### config.mk
export PLATFORM = sky130hd
export DESIGN_NAME = record_run_window_selector
export DESIGN_NICKNAME = d
export VERILOG_FILES = /design/src/rtl/rrws_pkg.sv /design/src/rtl/rrws_front.sv /design/src/rtl/rrws_queue.sv /design/src/rtl/rrws_back.sv /design/src/rtl/record_run_window_selector.sv
export SDC_FILE = /design/constraint.sdc
export NUM_CORES = 2
export LEC_CHECK = 0
export CORE_ASPECT_RATIO = 1.2
export CORE_MARGIN = 4
export CORE_UTILIZATION = 39
export CTS_CLUSTER_SIZE = 25
export DETAILED_ROUTE_END_ITERATION = 10
export DONT_BUFFER_PORTS = 1
export PLACE_DENSITY_LB_ADDON = 0.05
export SETUP_SLACK_MARGIN = 0.3
export SLEW_MARGIN = 25
export SYNTH_ARGS = -nofsm -noshare
export SYNTH_HDL_FRONTEND = slang
export SYNTH_SLANG_ARGS = --single-unit
export TNS_END_PERCENT = 50
### constraint.sdc
create_clock -name i_clk -period 18 [get_ports i_clk]
set_clock_uncertainty 0.2 [all_clocks]
set_input_delay 0.9 -clock i_clk [delete_from_list [all_inputs] [get_ports i_clk]]
set_output_delay 0.9 -clock i_clk [all_outputs]
set_load 0.02 [all_outputs]
### src/rtl/rrws_pkg.sv
// Shared types and constants for the record run window selector.
package rrws_pkg;

    localparam int SEQ_W      = 32;
    localparam int TIME_W     = 64;
    localparam int CNT_W      = 32;
    localparam int TOL_W      = 20;
    localparam int CFG_IDX_W  = 2;
    localparam int CFG_DAT_W  = 64;
    localparam int US_PER_SEC = 1000000;
    localparam logic [TOL_W-1:0] TOL_RESET = TOL_W'(50000);

    typedef enum logic [CFG_IDX_W-1:0] {
        CFG_WIN_START = 2'd0,
        CFG_WIN_END   = 2'd1,
        CFG_PRE       = 2'd2,
        CFG_TOL       = 2'd3
    } t_cfg_idx;

    typedef enum logic [1:0] {
        FN_BEGIN  = 2'd0,
        FN_RECORD = 2'd1,
        FN_END    = 2'd2,
        FN_NONE   = 2'd3
    } t_func;

    typedef enum logic [1:0] {
        ST_SCAN = 2'd0,
        ST_SEL  = 2'd1,
        ST_NONE = 2'd2,
        ST_IGN  = 2'd3
    } t_status;

    typedef enum logic [2:0] {
        K_BEGIN  = 3'd0,
        K_RECORD = 3'd1,
        K_GAP    = 3'd2,
        K_END    = 3'd3,
        K_IGNORE = 3'd4
    } t_kind;

    typedef struct packed {
        logic signed [TIME_W-1:0] window_start;
        logic signed [TIME_W-1:0] window_end;
        logic                     pre;
        logic [TOL_W-1:0]         tol;
    } t_cfg;

    // Classified item as it sits in the queue.
    typedef struct packed {
        t_kind                    kind;
        logic [SEQ_W-1:0]         seq;
        logic                     seq_max;
        logic signed [TIME_W-1:0] t;
        logic                     too_new;
        logic                     too_old;
    } t_item;

endpackage

### src/rtl/rrws_front.sv
// Front end: decodes an incoming header and runs the window bound tests.
module rrws_front (
    input  logic [1:0]                          i_func,
    input  logic                                i_present,
    input  logic [31:0]                         i_seq,
    input  logic signed [rrws_pkg::TIME_W-1:0]  i_record_start_time,
    input  rrws_pkg::t_cfg                      i_cfg,
    output rrws_pkg::t_item                     o_item
);
    import rrws_pkg::*;

    localparam logic signed [TIME_W:0] SEC_X = (TIME_W+1)'(US_PER_SEC);

    logic signed [TIME_W:0] t_plus_sec;
    logic signed [TIME_W:0] start_x;

    always_comb begin
        // exact sum, one bit wider, so the bound test cannot overflow
        t_plus_sec = $signed({i_record_start_time[TIME_W-1], i_record_start_time}) + SEC_X;
        start_x    = $signed({i_cfg.window_start[TIME_W-1], i_cfg.window_start});

        o_item.seq     = i_seq[SEQ_W-1:0];
        o_item.seq_max = &i_seq[SEQ_W-1:0];
        o_item.t       = i_record_start_time;
        o_item.too_new = i_record_start_time >= i_cfg.window_end;
        o_item.too_old = t_plus_sec <= start_x;

        unique case (t_func'(i_func))
            FN_BEGIN:  o_item.kind = K_BEGIN;
            FN_RECORD: o_item.kind = i_present ? K_RECORD : K_GAP;
            FN_END:    o_item.kind = K_END;
            FN_NONE:   o_item.kind = K_IGNORE;
            default:   o_item.kind = K_IGNORE;
        endcase
    end

endmodule

### src/rtl/rrws_queue.sv
// Two-entry queue between front and back ends.
module rrws_queue (
    input  logic            i_clk,
    input  logic            i_rst_n,
    input  logic            i_wr,
    input  rrws_pkg::t_item i_item,
    output logic            o_full,
    output logic            o_valid,
    output rrws_pkg::t_item o_item,
    input  logic            i_pop
);
    import rrws_pkg::*;

    t_item      r_mem [2];
    logic       r_wp;
    logic       r_rp;
    logic [1:0] r_cnt;
    logic [1:0] n_cnt;

    assign o_full  = r_cnt == 2'd2;
    assign o_valid = r_cnt != 2'd0;
    assign o_item  = r_mem[r_rp];

    always_comb begin
        n_cnt = r_cnt;
        if (i_wr && !i_pop) begin
            n_cnt = r_cnt + 2'd1;
        end else if (!i_wr && i_pop) begin
            n_cnt = r_cnt - 2'd1;
        end
    end

    always_ff @(posedge i_clk) begin
        if (!i_rst_n) begin
            r_wp  <= 1'b0;
            r_rp  <= 1'b0;
            r_cnt <= 2'd0;
        end else begin
            r_cnt <= n_cnt;
            if (i_wr) begin
                r_wp <= ~r_wp;
            end
            if (i_pop) begin
                r_rp <= ~r_rp;
            end
        end
    end

    always_ff @(posedge i_clk) begin
        if (i_wr) begin
            r_mem[r_wp] <= i_item;
        end
    end

endmodule

### src/rtl/rrws_back.sv
// Back end: run tracking state, run selection and the result register.
module rrws_back (
    input  logic                                i_clk,
    input  logic                                i_rst_n,
    input  rrws_pkg::t_cfg                      i_cfg,
    input  logic                                i_q_valid,
    input  rrws_pkg::t_item                     i_q_item,
    output logic                                o_q_pop,
    output logic                                o_out_valid,
    input  logic                                i_out_ready,
    output logic [1:0]                          o_status,
    output logic [31:0]                         o_first_seq,
    output logic [31:0]                         o_record_count,
    output logic signed [rrws_pkg::TIME_W-1:0]  o_run_start_time
);
    import rrws_pkg::*;

    localparam logic [TOL_W:0] SEC_T = (TOL_W+1)'(US_PER_SEC);

    // run state
    logic                     r_scanning, n_scanning;
    logic                     r_open,     n_open;
    logic                     r_chosen,   n_chosen;
    logic [SEQ_W-1:0]         r_low_seq,  n_low_seq;
    logic [SEQ_W-1:0]         r_high_seq, n_high_seq;
    logic signed [TIME_W-1:0] r_low_time, n_low_time;
    logic [SEQ_W-1:0]         r_kfs,      n_kfs;
    logic [CNT_W-1:0]         r_kc,       n_kc;
    logic signed [TIME_W-1:0] r_kst,      n_kst;

    // result register
    logic                     r_ov;
    t_status                  r_status;
    logic [31:0]              r_fs;
    logic [31:0]              r_cnt;
    logic signed [TIME_W-1:0] r_rst_time;

    // state as it stands after closing the open run
    logic                     c_chosen;
    logic [SEQ_W-1:0]         c_kfs;
    logic [CNT_W-1:0]         c_kc;
    logic signed [TIME_W-1:0] c_kst;

    logic                     do_close, do_open, do_finish;
    logic [TOL_W:0]           lo, hi;
    logic signed [TIME_W:0]   diff;
    logic                     step_ok, cont;
    t_status                  st;
    logic                     sel;

    assign o_q_pop = i_q_valid && (!r_ov || i_out_ready);

    always_comb begin
        c_chosen = r_chosen;
        c_kfs    = r_kfs;
        c_kc     = r_kc;
        c_kst    = r_kst;
        if (r_open && !(i_cfg.pre && r_chosen)) begin
            c_chosen = 1'b1;
            c_kfs    = r_low_seq;
            c_kc     = CNT_W'(r_high_seq - r_low_seq + SEQ_W'(1));
            c_kst    = r_low_time;
        end

        lo   = ({1'b0, i_cfg.tol} >= SEC_T) ? '0 : SEC_T - {1'b0, i_cfg.tol};
        hi   = SEC_T + {1'b0, i_cfg.tol};
        diff = $signed({r_low_time[TIME_W-1], r_low_time})
             - $signed({i_q_item.t[TIME_W-1], i_q_item.t});
        step_ok = (diff >= $signed({{(TIME_W-TOL_W){1'b0}}, lo}))
               && (diff <= $signed({{(TIME_W-TOL_W){1'b0}}, hi}));
        cont = r_open && !i_q_item.seq_max
            && (SEQ_W'(i_q_item.seq + SEQ_W'(1)) == r_low_seq) && step_ok;

        n_scanning = r_scanning;
        n_open     = r_open;
        n_chosen   = r_chosen;
        n_low_seq  = r_low_seq;
        n_high_seq = r_high_seq;
        n_low_time = r_low_time;
        n_kfs      = r_kfs;
        n_kc       = r_kc;
        n_kst      = r_kst;
        do_close   = 1'b0;
        do_open    = 1'b0;
        do_finish  = 1'b0;
        st         = ST_IGN;

        unique case (i_q_item.kind)
            K_BEGIN: begin
                n_scanning = 1'b1;
                n_open     = 1'b0;
                n_chosen   = 1'b0;
                n_kfs      = '0;
                n_kc       = '0;
                n_kst      = '0;
                st         = ST_SCAN;
            end
            K_GAP: begin
                if (r_scanning) begin
                    do_close = 1'b1;
                    st       = ST_SCAN;
                end
            end
            K_END: begin
                if (r_scanning) begin
                    do_close  = 1'b1;
                    do_finish = 1'b1;
                end
            end
            K_RECORD: begin
                if (r_scanning) begin
                    st = ST_SCAN;
                    priority if (i_q_item.too_new) begin
                        do_close = 1'b1;
                    end else if (i_q_item.too_old) begin
                        do_close  = 1'b1;
                        do_finish = 1'b1;
                    end else if (cont) begin
                        n_low_seq  = i_q_item.seq;
                        n_low_time = i_q_item.t;
                    end else begin
                        do_close = 1'b1;
                        // a pre window stops at the first run it has kept
                        if (i_cfg.pre && c_chosen) begin
                            do_finish = 1'b1;
                        end else begin
                            do_open = 1'b1;
                        end
                    end
                end
            end
            default: st = ST_IGN;
        endcase

        if (do_close) begin
            n_open   = 1'b0;
            n_chosen = c_chosen;
            n_kfs    = c_kfs;
            n_kc     = c_kc;
            n_kst    = c_kst;
        end
        if (do_open) begin
            n_open     = 1'b1;
            n_low_seq  = i_q_item.seq;
            n_high_seq = i_q_item.seq;
            n_low_time = i_q_item.t;
        end
        sel = do_finish && c_chosen && (c_kc != '0);
        if (do_finish) begin
            n_scanning = 1'b0;
            st         = sel ? ST_SEL : ST_NONE;
        end
    end

    always_ff @(posedge i_clk) begin
        if (!i_rst_n) begin
            r_scanning <= 1'b0;
            r_open     <= 1'b0;
            r_chosen   <= 1'b0;
            r_low_seq  <= '0;
            r_high_seq <= '0;
            r_low_time <= '0;
            r_kfs      <= '0;
            r_kc       <= '0;
            r_kst      <= '0;
            r_ov       <= 1'b0;
        end else begin
            if (o_q_pop) begin
                r_scanning <= n_scanning;
                r_open     <= n_open;
                r_chosen   <= n_chosen;
                r_low_seq  <= n_low_seq;
                r_high_seq <= n_high_seq;
                r_low_time <= n_low_time;
                r_kfs      <= n_kfs;
                r_kc       <= n_kc;
                r_kst      <= n_kst;
                r_ov       <= 1'b1;
            end else if (i_out_ready) begin
                r_ov <= 1'b0;
            end
        end
    end

    always_ff @(posedge i_clk) begin
        if (o_q_pop) begin
            r_status   <= st;
            r_fs       <= sel ? 32'(c_kfs) : '0;
            r_cnt      <= sel ? 32'(c_kc) : '0;
            r_rst_time <= sel ? c_kst : '0;
        end
    end

    assign o_out_valid      = r_ov;
    assign o_status         = r_status;
    assign o_first_seq      = r_fs;
    assign o_record_count   = r_cnt;
    assign o_run_start_time = r_rst_time;

endmodule

### src/rtl/record_run_window_selector.sv
// Top level of the record run window selector: config registers, front, queue, back.
// An accepted transfer is written into the queue, then popped into the result register.
// Throughput: one item per cycle while the queue has room; the back end retires one queued item per
//   cycle while the result register is empty or being taken.
// A 2-entry queue between front and back lets each side stall independently.
// Reset: synchronous, active low; clears run state, queue and result valid, and sets config to its reset values.
module record_run_window_selector (
    input  logic                                i_clk,
    input  logic                                i_rst_n,
    // configuration write port
    input  logic                                i_cfg_we,
    input  logic [rrws_pkg::CFG_IDX_W-1:0]      i_cfg_index,
    input  logic [rrws_pkg::CFG_DAT_W-1:0]      i_cfg_data,
    // input channel
    input  logic                                i_in_valid,
    output logic                                o_in_ready,
    input  logic [1:0]                          i_func,
    input  logic                                i_present,
    input  logic [31:0]                         i_seq,
    input  logic signed [rrws_pkg::TIME_W-1:0]  i_record_start_time,
    // result channel
    output logic                                o_out_valid,
    input  logic                                i_out_ready,
    output logic [1:0]                          o_status,
    output logic [31:0]                         o_first_seq,
    output logic [31:0]                         o_record_count,
    output logic signed [rrws_pkg::TIME_W-1:0]  o_run_start_time
);
    import rrws_pkg::*;

    t_cfg  r_cfg;
    t_item front_item;
    t_item q_item;
    logic  q_full;
    logic  q_valid;
    logic  q_pop;
    logic  in_xfer;

    // Config must only be written while idle (the block does not enforce this), so front and back read it directly.
    always_ff @(posedge i_clk) begin
        if (!i_rst_n) begin
            r_cfg.window_start <= '0;
            r_cfg.window_end   <= '0;
            r_cfg.pre          <= 1'b0;
            r_cfg.tol          <= TOL_RESET;
        end else if (i_cfg_we) begin
            unique case (t_cfg_idx'(i_cfg_index))
                CFG_WIN_START: r_cfg.window_start <= $signed(i_cfg_data[TIME_W-1:0]);
                CFG_WIN_END:   r_cfg.window_end   <= $signed(i_cfg_data[TIME_W-1:0]);
                CFG_PRE:       r_cfg.pre          <= i_cfg_data[0];
                CFG_TOL:       r_cfg.tol          <= i_cfg_data[TOL_W-1:0];
                default:       r_cfg.pre          <= r_cfg.pre;
            endcase
        end
    end

    // Input is taken whenever the queue has room; it waits on the output only when the queue is full.
    assign o_in_ready = !q_full;
    assign in_xfer    = i_in_valid && o_in_ready;

    // Front: func decode plus the two window bound compares.
    rrws_front u_front (
        .i_func              (i_func),
        .i_present           (i_present),
        .i_seq               (i_seq),
        .i_record_start_time (i_record_start_time),
        .i_cfg               (r_cfg),
        .o_item              (front_item)
    );

    rrws_queue u_queue (
        .i_clk   (i_clk),
        .i_rst_n (i_rst_n),
        .i_wr    (in_xfer),
        .i_item  (front_item),
        .o_full  (q_full),
        .o_valid (q_valid),
        .o_item  (q_item),
        .i_pop   (q_pop)
    );

    // Back: contiguity step test, run open/close/keep, and the result register.
    rrws_back u_back (
        .i_clk            (i_clk),
        .i_rst_n          (i_rst_n),
        .i_cfg            (r_cfg),
        .i_q_valid        (q_valid),
        .i_q_item         (q_item),
        .o_q_pop          (q_pop),
        .o_out_valid      (o_out_valid),
        .i_out_ready      (i_out_ready),
        .o_status         (o_status),
        .o_first_seq      (o_first_seq),
        .o_record_count   (o_record_count),
        .o_run_start_time (o_run_start_time)
    );

`ifndef NO_ASSERTIONS
    // a selected run always carries a nonzero count
    a_sel_count: assert property (@(posedge i_clk) disable iff (!i_rst_n)
        (o_out_valid && o_status == ST_SEL) |-> (o_record_count != '0))
        else $error("selected run with zero count");

    // non-selection results carry zero payload
    a_zero_payload: assert property (@(posedge i_clk) disable iff (!i_rst_n)
        (o_out_valid && o_status != ST_SEL) |->
            (o_first_seq == '0 && o_record_count == '0 && o_run_start_time == '0))
        else $error("payload on non-selection result");

    // no result right after reset
    a_reset_clear: assert property (@(posedge i_clk)
        !i_rst_n |=> !o_out_valid)
        else $error("result valid after reset");

    // queue pops only happen when something is queued
    a_pop_valid: assert property (@(posedge i_clk) disable iff (!i_rst_n)
        q_pop |-> q_valid)
        else $error("pop from empty queue");
`endif

endmodule
==> results_dict.tcl <==
set metrics [dict create \
    grt_pass1_wl_um 211000 \
    clkLatencyLatePin_ns 0.68 \
    worst-setup-path-type "reg -> reg" \
    yosys-top-cells-area "edfxtp_1, dfxtp_1, ha_1" \
    grt_antenna_before_repair 2 \
    yosysTopAreaCellShare 0.237 \
    dieArea_sq_mm 0.114 \
    holdCritPathClass "in -> reg" \
    hold_slack_ns 0.108 \
    start_kind "register" \
    synth.cell_area_sq_mm 0.0423 \
    fin_nets 4940 \
    final_util 0.430 \
    clk_path_buf_depth 3 \
    post_cts_buffers 0 \
    dpl.cell_count 5789 \
    place_ws_ns 8.97 \
    place.port_buffers 0 \
    syn2layout_area_growth_pct 9.54 \
    cp_data_arrival_time_ns 9.23 \
    drive_gt1_frac 0.0730 \
    slew_viol_final 0 \
    io_pins 302 \
    cp_top_family "simple AND/OR/NAND/NOR gates" \
    drcViolationCount 0 \
    internal_power_mw 3.49 \
    critPathMaxFanout 63 \
    yosysSeqAreaShare 0.433 \
    crit_top_cell "buf_4" \
    clk_pin_slew_worst_paths_ns 0.06 \
    cts_resized 0 \
    final-hold-violation-count 0 \
    required_ns 18.18 \
    tightest_slew_ns 1.03 \
    die_h_um 369 \
    cts_buffers 83 \
    postRouteAntennaNets 0 \
    synth_warnings 0 \
    synthArstFlopShare 0 \
    synth_edf_count 334 \
    rsz0062_at_grt "false" \
    finalSetupViolCount 0 \
    crit_buf_inv 3 \
    cp-end-kind "register" \
    initial_core_util 0.392 \
    pwr-share-clk 0.343 \
    syn_inst 4586 \
    wire_per_inst_um 23.4 \
    clock.fmax_mhz 111 \
    period_share 0.503 \
    grt_usage 0.241 \
    grt_pass1_vias 33469 \
    hold_buffers 0 \
    p_leak_nw 16.5 \
    maxCapViolCount 0 \
    pwr-share-seq 0.442 \
    synth.distinct_cells 87 \
    p_sw_frac 0.333 \
    design_area_sq_mm 0.0463 \
    grt_max_degree 195 \
    power.density_mw_per_mm2 113 \
    wirelength_um 139000 \
    clock-root-buffer "clkbuf_16" \
    dr.pass1.iters 7 \
    finalSetupTns_ns 0 \
    p_switching_mw 1.74 \
    slowest_stage "buf_4" \
    fin_ws_ns 8.95 \
    clock_sinks 748 \
    ys_seq_elements 748 \
    syn_area_per_cell_sq_um 9.22 \
    max_stage_delay_ns 0.77 \
    grt.overflow.total 0 \
    rows 132 \
    synth_largest_area_cell "edfxtp_1" \
    h-tree-depth 3 \
    dpl-instance-area_sq_mm 0.0435 \
    crit_chain "buf_4 -> mux2i_1 -> ha_1 -> nand2_1 -> nor3_1 -> o2111ai_1 -> nand3_1 -> xor2_1 -> ha_1 -> a21oi_1 -> nor2b_1 -> a2111oi_0 -> o221ai_1 -> a22oi_1 -> o31ai_1 -> or4_1 -> nor4_1 -> nand4_1 -> or4_4 -> a21oi_4 -> buf_4 -> buf_4 -> a21oi_1" \
    status "finished clean" \
    period_minus_slack_ns 9.05 \
    slew_headroom 0.314 \
    cts_tree "yes" \
    place_congestion 0.940 \
    stdcell_count 5946 \
    drt_iter0_markers 2158 \
    vias 33747 \
    core_sq_mm 0.108 \
    ys.flop_type "dfxtp_1" \
    via_per_inst 5.68 \
    die_w_um 309 \
    syn_nets 5059 \
    power.total_mw 5.24 \
    combPwrFrac 0.215 \
    place_hpwl_um 105000 \
    max-vdd-ir-drop_uv 68.1 \
]
==> sequential cells by signal (all words and copies together), names as in the netlist, 32 cells and up, named ones only <==
name and flops:
r_cfg 149, u_back.o_first_seq 32, u_queue.r_mem 204, u_back.r_kfs 32, u_back.r_high_seq 32, u_back.r_low_seq 32
u_back.o_run_start_time 64, u_back.r_kc 32, u_back.r_low_time 64, u_back.r_kst 64, u_back.o_record_count 32
==> cell type report <==
cell class	count	area, sq um
well taps	1407	1760
multi-input cells	3369	22200
repair buffers	39	293
fillers	10699	61500
diodes	3	7.51
flip-flops and latches	748	18300
inverters	226	856
clock buffers	111	2330
clock inverters	43	531
==> kinds of logic after synthesis <==
group / synth area share
flip-flops: 0.433
AO/OA/AOI/OAI: 0.184
buffers and inverters: 0.0431
multiplexers: 0.0351
XOR/XNOR: 0.0383
AND/OR/NAND/NOR: 0.176
adder cells (fa/ha/maj): 0.0900
==> worst reg2reg max path: cells and delay by family (launching register included) <==
family,cells,cell delay [ns]
muxes,1,0.27
buffers and inverters,3,2.10
xor gates and xnor gates,1,0.23
AOI/OAI and AO/OA,8,2.29
adders and majority gates,2,0.74
DFF,1,0.53
and+or+nand+nor,8,2.38
==> cell usage after synthesis (all sizes together) (9+ instances only) <==
master and number:
a2111oi 11, a211oi 36, a21boi 10, a21o 60, a21oi 447, a22o 103
a22oi 10, a31oi 24, a32o 23, and2 30, and3 32, and4 18
buf 37, clkbuf 206, dfxtp 414, edfxtp 334, ha 301, inv 226
mux2 17, mux2i 129, nand2 849, nand2b 66, nand3 94, nand3b 12
nand4 111, nor2 157, nor2b 42, nor3 75, nor4 37, o211ai 25
o21a 27, o21ai 129, o21bai 11, o221a 100, o2bb2ai 9, o31ai 16
or2 16, or3 24, or4 11, xnor2 134, xor2 51
==> layout by cell type (no fill, tap or decap), drive strengths merged, types with 36 or more instances in the layout <==
cell / Yosys / final
o21ai: 129 / 129
buf: 37 / 39
nor2: 157 / 157
a21oi: 447 / 447
xnor2: 134 / 134
mux2i: 129 / 129
edfxtp: 334 / 334
dfxtp: 414 / 414
xor2: 51 / 51
inv: 226 / 229
clkbuf: 206 / 111
a21o: 60 / 60
nor4: 37 / 37
a22o: 103 / 103
a211oi: 36 / 36
nor2b: 42 / 42
o221a: 100 / 100
nand2: 849 / 849
ha: 301 / 301
nor3: 75 / 75
nand2b: 66 / 66
nand3: 94 / 94
nand4: 111 / 111
==> worst paths after layout <==
path | from | to | slack [ns] | depth (start not counted)
min reg2reg | r_cfg[125] | r_cfg[125] | 0.25 | 2
max reg2reg | register | u_back.o_run_start_time[5] | 8.95 | 23
max | register | u_back.o_run_start_time[5] | 8.95 | 23
min | i_seq[14] | u_queue.r_mem[1][81] | 0.11 | 0
==> layer usage <==
layer	vias to the layer above	GRT usage	wire [um]
met5	-	0	0
met4	0	0.0911	5010
met3	201	0.0450	7010
met2	774	0.421	68700
met1	16282	0.293	58200
li1	16490	-	-
==> power by group through the flow <==
stage	logic, mW	registers (mW)	clock network (mW)
finish	1.13	2.32	1.79
global route	1.24	2.34	1.92
CTS	1.13	2.33	1.85
detailed placement	1.12	2.36	0
global placement	1.13	2.36	0
floorplan	0.789	2.31	0
Note: power is estimated with default switching activity, not from simulation.
